$ cat src/design/brb_pkg.sv
// Package for the byte ring buffer: sizes, operation codes, state type and the
// structs passed between the bank lanes, the merge stage and the top level.
// No dependencies.
package brb_pkg;

    // Queue geometry (DEPTH and LANES are powers of two)
    localparam int DEPTH   = 1024;
    localparam int RESERVE = 1;
    localparam int LANES   = 8;

    localparam int PTR_W   = $clog2(DEPTH);
    localparam int ROWS    = DEPTH / LANES;
    localparam int ROW_W   = $clog2(ROWS);
    localparam int LIDX_W  = (LANES > 1) ? $clog2(LANES) : 1;
    localparam int CNT_W   = $clog2(LANES + 1);

    // Field widths
    localparam int KIND_W  = 3;
    localparam int COUNT_W = 11;
    localparam int BYTES_W = 64;
    localparam int STAT_W  = 11;
    localparam int CMP_W   = (PTR_W + 1 > COUNT_W) ? PTR_W + 1 : COUNT_W;

    // Stream payload widths, padded to whole bytes
    localparam int IN_DATA_W  = 80;
    localparam int OUT_USED_W = 1 + BYTES_W + 4 * STAT_W;
    localparam int OUT_DATA_W = 112;

    // Operation codes
    typedef enum logic [KIND_W-1:0] {
        KIND_PUT     = 3'd0,
        KIND_GET     = 3'd1,
        KIND_PEEK    = 3'd2,
        KIND_DISCARD = 3'd3,
        KIND_CLEAR   = 3'd4
    } t_kind;

    // Top-level sequencer states
    typedef enum logic {
        S_IDLE,
        S_MERGE
    } t_state;

    // Per-beat control broadcast to every bank lane
    typedef struct packed {
        logic [PTR_W-1:0] base;
        logic [CNT_W-1:0] cnt;
        logic             we;
        logic             re;
    } t_lane_ctl;

    // Control captured for the merge stage
    typedef struct packed {
        logic              acc;
        logic              rd;
        logic [LIDX_W-1:0] rot;
        logic [CNT_W-1:0]  cnt;
    } t_merge_ctl;

    // One result beat
    typedef struct packed {
        logic [STAT_W-1:0]  contig_write;
        logic [STAT_W-1:0]  contig_read;
        logic [STAT_W-1:0]  free_bytes;
        logic [STAT_W-1:0]  used_bytes;
        logic [BYTES_W-1:0] got_bytes;
        logic               accepted;
    } t_result;

endpackage

$ cat src/design/brb_merge.sv
// Merge stage: rotates the bank read bytes into beat order, masks unused
// bytes and forms the status fields from the updated pointers.
// Depends on brb_pkg.
module brb_merge (
    input  logic [brb_pkg::LANES-1:0][7:0] i_lane_bytes,
    input  brb_pkg::t_merge_ctl            i_ctl,
    input  logic [brb_pkg::PTR_W-1:0]      i_rp,
    input  logic [brb_pkg::PTR_W-1:0]      i_wp,
    output brb_pkg::t_result               o_res
);
    import brb_pkg::*;

    logic [BYTES_W-1:0] got;
    logic [CMP_W-1:0]   rp_e;
    logic [CMP_W-1:0]   wp_e;
    logic [CMP_W-1:0]   used;
    logic [CMP_W-1:0]   held;
    logic [CMP_W-1:0]   free_v;
    logic [CMP_W-1:0]   cread;
    logic signed [CMP_W:0] rp_s;
    logic signed [CMP_W:0] wp_s;
    logic signed [CMP_W:0] cw_s;

    // Rotate lanes so that the byte at the read position lands lowest
    always_comb begin
        logic [LIDX_W:0] sel;
        got = '0;
        for (int i = 0; i < LANES; i++) begin
            sel = {1'b0, i_ctl.rot} + (LIDX_W + 1)'(i);
            if (sel >= (LIDX_W + 1)'(LANES)) begin
                sel = sel - (LIDX_W + 1)'(LANES);
            end
            if (i_ctl.rd && (CNT_W'(i) < i_ctl.cnt)) begin
                got[8*i +: 8] = i_lane_bytes[sel[LIDX_W-1:0]];
            end
        end
    end

    // Fill level, free space and contiguous runs
    always_comb begin
        rp_e  = CMP_W'(i_rp);
        wp_e  = CMP_W'(i_wp);
        used  = CMP_W'(PTR_W'(i_wp - i_rp));
        held  = used + CMP_W'(RESERVE);
        free_v = (held >= CMP_W'(DEPTH)) ? '0 : CMP_W'(DEPTH) - held;
        cread = (rp_e <= wp_e) ? wp_e - rp_e : CMP_W'(DEPTH) - rp_e;
        rp_s  = $signed({1'b0, rp_e});
        wp_s  = $signed({1'b0, wp_e});
        if (wp_e < rp_e) begin
            cw_s = rp_s - wp_s - (CMP_W + 1)'(RESERVE);
        end else if (rp_e < CMP_W'(RESERVE)) begin
            cw_s = (CMP_W + 1)'(DEPTH) - wp_s - (CMP_W + 1)'(RESERVE) + rp_s;
        end else begin
            cw_s = (CMP_W + 1)'(DEPTH) - wp_s;
        end
        if (cw_s < 0) begin
            cw_s = '0;
        end
    end

    assign o_res.accepted     = i_ctl.acc;
    assign o_res.got_bytes    = got;
    assign o_res.used_bytes   = STAT_W'(used);
    assign o_res.free_bytes   = STAT_W'(free_v);
    assign o_res.contig_read  = STAT_W'(cread);
    assign o_res.contig_write = STAT_W'($unsigned(cw_s));

endmodule
$ cat config.mk
export PLATFORM = sky130hd
export DESIGN_NAME = brb_merge
export DESIGN_NICKNAME = d
export VERILOG_FILES = /design/src/design/brb_pkg.sv /design/src/design/brb_merge.sv
export SDC_FILE = /design/constraint.sdc
export NUM_CORES = 1
export LEC_CHECK = 0
export BUFFER_PORTS_ARGS = -buffer_cell sky130_fd_sc_hd__buf_2
export CAP_MARGIN = 20
export CORE_MARGIN = 2
export CORE_UTILIZATION = 48
export DETAILED_ROUTE_END_ITERATION = 8
export GPL_TIMING_DRIVEN = 0
export PLACE_DENSITY_LB_ADDON = 0.1
export SYNTH_ARGS = -nofsm -noshare
export SYNTH_HDL_FRONTEND = slang
export SYNTH_SLANG_ARGS = --single-unit
$ cat constraint.sdc
create_clock -name vclk -period 3.2
set_clock_uncertainty 0.15 [all_clocks]
set_input_delay 0.16 -clock vclk [all_inputs]
set_output_delay 0.16 -clock vclk [all_outputs]
set_load 0.03 [all_outputs]
# Word-level counts from Yosys, hierarchy flattened
# Index checks and enable logic that the tools add are counted.
[classes] muxes=37 n_bitwise=0 n_eq_ne=0 div=0 reduce_logical=8 add_sub_neg=25 magnitude_cmp=29 multipliers=0 n_shift=0
[ops] cell="$bmux 8 s3" n=8
[ops] cell="$mux 8" n=16
[ops] cell="$mux 11" n=3
[ops] cell="$lt 3x4->1 const B" n=8
[ops] cell="$ge 4x4->1 const B" n=7
[ops] cell="$mux 12" n=2
[ops] cell="$mux 3" n=8
[ops] cell="$sub 3x1->3 const B" n=8
[ops] cell="$sub 10x10->11" n=2
[ops] cell="$add 3x3->4 const B" n=4
[ops] cell="$lt 3x4->1 const A" n=4
[ops] cell="$add 12x11->12" n=1
[ops] cell="$lt 12x1->1 const B" n=1
[ops] cell="$sub 11x10->12 const A" n=1
[ops] cell="$sub 11x2->12 const B" n=1
[ops] cell="$sub 12x2->12 const B" n=1
[ops] cell="$add 10x1->11 const B" n=1
[ops] cell="$ge 11x11->1 const B" n=1
[ops] cell="$sub 11x10->11 const A" n=1
[ops] cell="$sub 11x11->11 const A" n=1
[ops] cell="$le 10x10->1" n=1
[ops] cell="$lt 10x1->1 const B" n=1
[ops] cell="$lt 10x10->1" n=1
[ops] cell="$sub 10x10->10" n=1
[ops] cell="other kinds (6)" n=16
[totals] input_bits=93 latchBits=0 ram_bits=0 elab_cells=99 rom_bits=0 memories=0 regBits=0

# Logic depth before layout (Yosys ltp)
[logic_depth] depth_word=7 depth_mapped=15 mapped_depth_nobuf=15

# Worst setup path before layout
# Ideal clock, no wire load.
[synth_timing] path_kind="input to output" from="input i_wp[1] (netlist bit)" to="output o_res[100] (netlist bit)" path_stages=15 arrival_ns=3.711 required_time_ns=2.890 setup_slack_ns=-0.821 cell_sequence="inv_1 > ha_1 > inv_1 > ha_1 > inv_1 > ha_1 > fa_1 > a21o_1 > a21o_1 > a211oi_1 > o211ai_1 > and4b_1 > nor3_1 > a21oi_4 > a311oi_1"
[synth_lines] item="start: declaration" line="brb_merge.sv:8" text="input logic [brb_pkg::PTR_W-1:0] i_wp,"
[synth_lines] item="end: declaration" line="brb_merge.sv:9" text="output brb_pkg::t_result o_res"

==> impl.org <==
** Timing
- Setup repair after global routing could not meet its margin everywhere.
- Final worst setup slack :: -0.506 ns
- The number of hold violations in the final report is 0.
- Maximum frequency from static timing analysis :: 270 MHz
- The number of max-slew violations in the final report was 0.
- Relative slew slack :: 22.3%
- The final critical path takes up 116% of the cycle.
- Post-layout minimum cycle time :: 3.71 ns
- Setup violations remaining at the end of the flow were counted as 13.
- Worst slew pin tran :: 1.17 ns

** Worst setup path
- Type of element capturing the critical path :: output port
- CP Cell Sequence :: buf_8 > clkinvlp_4 > ha_4 > inv_4 > ha_4 > inv_2 > ha_4 > fa_2 > a21o_1 > a21o_1 > a211oi_2 > o211ai_1 > and4b_1 > nor3_4 > buf_6 > a21oi_4 > buf_6 > a211oi_4 > buf_6
- For the worst setup path, the data required time is 2.89 ns.
- Maximum fanout encountered on the critical timing path :: 3
- Critical path launch point :: i_wp[1]
- The worst setup path is launched from an input pin.
- On the critical path, the stage with the largest delay is an instance of sky130_fd_sc_hd__fa_2.
- At the worst endpoint, the arrival time is 3.40 ns.
- Crit path to :: o_res[105]
- The worst setup path is of the input pin to output port kind.
- On the worst path, the slowest cell contributes a delay of 0.34 ns.

** Drt
- In the routed design, unresolved DRC markers number 0.
- Number of DRC markers after the initial detailed-route iteration :: 463
- Antenna Nets Post-Route :: 0
- The pre-antenna-repair detailed-routing pass consisted of 5 iterations.
- The routed design has 21,400 µm of wire.
- The routed layout has 6,773 vias.
- WL per Instance :: 19.6 µm
- Number of vias per cell :: 6.21

** Floorplan
- The initial utilization of the core area, before any placement, comes to 49.3%.
- For this design the top-level I/O count stands at 202.
- The die is 110 µm tall.
- The die covers 0.0121 mm².
- From left edge to right edge, the die measures 110 µm.
- In this run the standard cell core region covers 0.0109 mm².
- Site Rows :: 38

** GRT
- In the global route stage, overall resource usage came out at 33.6%.
- Maximum number of pins on one net before global-route repair :: 13
- Wire length of the first global-routing pass :: 31,900 µm
- The number of antenna violations at the first check in global routing was 0.
- Number of global-route vias before repair :: 6,378
- Overflow left after global routing :: 0

** Power and ir drop
- Combinational logic is responsible for 100.0% of the overall power.
- Sequential cells burn 0% of the power.
- For this design the total switching power over the nets is 1.42 mW.
- Max rail drop VDD :: 0.000341 V
- The clock network accounts for 0% of the total power.
- The internal power of the cells totals 0.940 mW.
- Net switching is 60.2% of the power.
- Lkg Pwr :: 3.47 nW
- In this run the power density over the cells is 303 mW/mm².

** Placement
- Detailed placement finished with a half-perimeter wire length of 16,700 µm.
- Input and output buffers added on the ports amount to 197.
- In this run the cell area measured after placement is 0.00694 mm².
- The congestion estimate from routability-driven global placement came to 0.916.

** Status
- Failing checks :: negative setup slack
- Status :: finished with violations

** Layout
- There are 0 flip-flops and latches.
- Proportion of layout cells with a drive suffix above 1 :: 47.4%
- Layout net count :: 1,095
- FF+latch area :: 0 µm²
- The finished cells cover 0.00778 mm².
- Fill cells in the final layout number 815.
- The number of antenna diodes in the final layout is 0.
- In the finished layout, the clock tree contains a buffer count of 0.
- From synthesis to final layout, the design area changed by 44.9%.
- Once layout is complete, the utilization of the core stands at 71.5%.

** Synth
- The synthesized netlist occupies a cell area of 0.00537 mm².
- Avg Cell Area, Syn :: 7.59 µm²
- Top-area cell type share of the netlist area :: 26.8%
- Cells after synthesis :: 708
- The Yosys step of the flow raised 0 warnings.
- Synthesis produced a netlist with a net count of 850.
- After synthesis, the netlist uses 66 different library cells.
- Ranked by total cell area, the synthesized netlist is headed by sky130_fd_sc_hd__mux4_2 27%, sky130_fd_sc_hd__ha_1 11%, sky130_fd_sc_hd__nand2_1 8.4%, sky130_fd_sc_hd__a21oi_1 6.5%, sky130_fd_sc_hd__xnor2_1 6.2%.
- Share of synthesized area occupied by flip-flops and latches :: 0%
- Library cell occupying the most area in the post-synthesis netlist :: sky130_fd_sc_hd__mux4_2

** Clock network
- Hold_buf cts :: 0

** Flow run
- The tool flagged a number of max-cap violations equal to 0.

** Worst hold path
- Hold WC Path Type :: input pin to output port
==> through the flow <==
step	hold WS, ns	power (mW)	cells	TNS (ns)	setup slack, ns
floorplan	0.302	1.51	708	-1.36	-0.259
global placement	0.422	1.99	1045	-42.59	-1.04
detailed placement	0.421	2.03	1046	-46.75	-1.10
CTS	0.421	2.21	1071	-4.28	-0.481
global route	0.438	2.51	1091	-6.32	-0.617
finish	0.421	2.36	1091	-4.57	-0.506
==> power groups by stage <==
stage	clock network [mW]	registers, mW	logic (mW)
3_3_place_gp	0	0	1.99
2_1_floorplan	0	0	1.51
3_5_place_dp	0	0	2.03
6_report	0	0	2.36
4_1_cts	0	0	2.21
5_1_grt	0	0	2.51
==> layout by cell type, fill, tap and decap left out, types with 16 or more instances in the layout <==
cell type / Yosys / routed
sky130_fd_sc_hd__buf_4: 4 / 50
sky130_fd_sc_hd__a21oi_2: 3 / 32
sky130_fd_sc_hd__o21ai_0: 20 / 16
sky130_fd_sc_hd__buf_6: 1 / 27
sky130_fd_sc_hd__xnor2_1: 38 / 35
sky130_fd_sc_hd__mux4_2: 64 / 64
sky130_fd_sc_hd__nor2_1: 64 / 55
sky130_fd_sc_hd__inv_1: 60 / 51
sky130_fd_sc_hd__nand2_1: 120 / 117
sky130_fd_sc_hd__mux2i_1: 18 / 17
sky130_fd_sc_hd__ha_1: 46 / 40
sky130_fd_sc_hd__a21oi_1: 70 / 35
sky130_fd_sc_hd__buf_2: 7 / 177
==> Yosys cell counts (all sizes together) (3+ instances only) <==
master    n
ha       46
nand3    11
mux4     64
nand4     5
mux2i    18
a21o     10
nor2     64
inv      61
fa        3
or3       7
o21bai    3
o21ai    22
o211ai    5
nand2   120
clkbuf   22
nor3     17
xnor2    40
a21oi    74
buf      18
nor4      5
nand2b    4
a211oi   19
xor2     15
a31oi     6
mux2      3
o21a     10
==> area by class of cell <==
cell class / count / area (µm²) / area share (%)
Timing Repair Buffer: 244 / 1520 / 19.5
Buffer: 38 / 208 / 2.67
Tap cell: 140 / 175 / 2.25
Inverter: 61 / 246 / 3.17
Multi-Input combinational cell: 608 / 5630 / 72.4
==> routing by layer <==
layer | GRT usage (%) | vias up | wire (µm)
met5 | 0 | - | 0
met4 | 8.95 | 0 | 493
met1 | 40.9 | 3222 | 8080
li1 | - | 3079 | -
met3 | 3.14 | 42 | 1700
met2 | 62.9 | 430 | 11100
==> critical path, delay by kind of cell <==
family,cells,cell delay (ns)
AO/OA/AOI/OAI,6,1.01
buffers and inverters,7,0.71
adder cells (fa/ha/maj),4,1.02
AND/OR/NAND/NOR,2,0.47
==> timing repair <==
item	CTS	global route
pin swaps	27	27
resized for setup	81	62
gates cloned	1	0
endpoints found under the setup margin	65	53
setup buffers	26	21
==> worst min path at each step <==
stage,from,end,slack [ns],depth (start not counted)
2_1_floorplan,i_ctl[8],o_res[0],0.30,1
3_3_place_gp,i_ctl[8],o_res[0],0.42,2
3_5_place_dp,i_ctl[8],o_res[0],0.42,2
4_1_cts,i_ctl[8],o_res[0],0.42,2
5_1_grt,i_ctl[8],o_res[0],0.44,2
6_report,i_ctl[8],o_res[0],0.42,2
==> cell families after synthesis <==
logic type	synth area share, %
XOR/XNOR	9.39
adder cells (fa/ha/maj)	11.8
AO/OA/AOI/OAI	20.8
other	0.0698
buffers and inverters	7.64
AND/OR/NAND/NOR	19.5
multiplexers	30.8
Note: power is estimated with default switching activity, not from simulation.
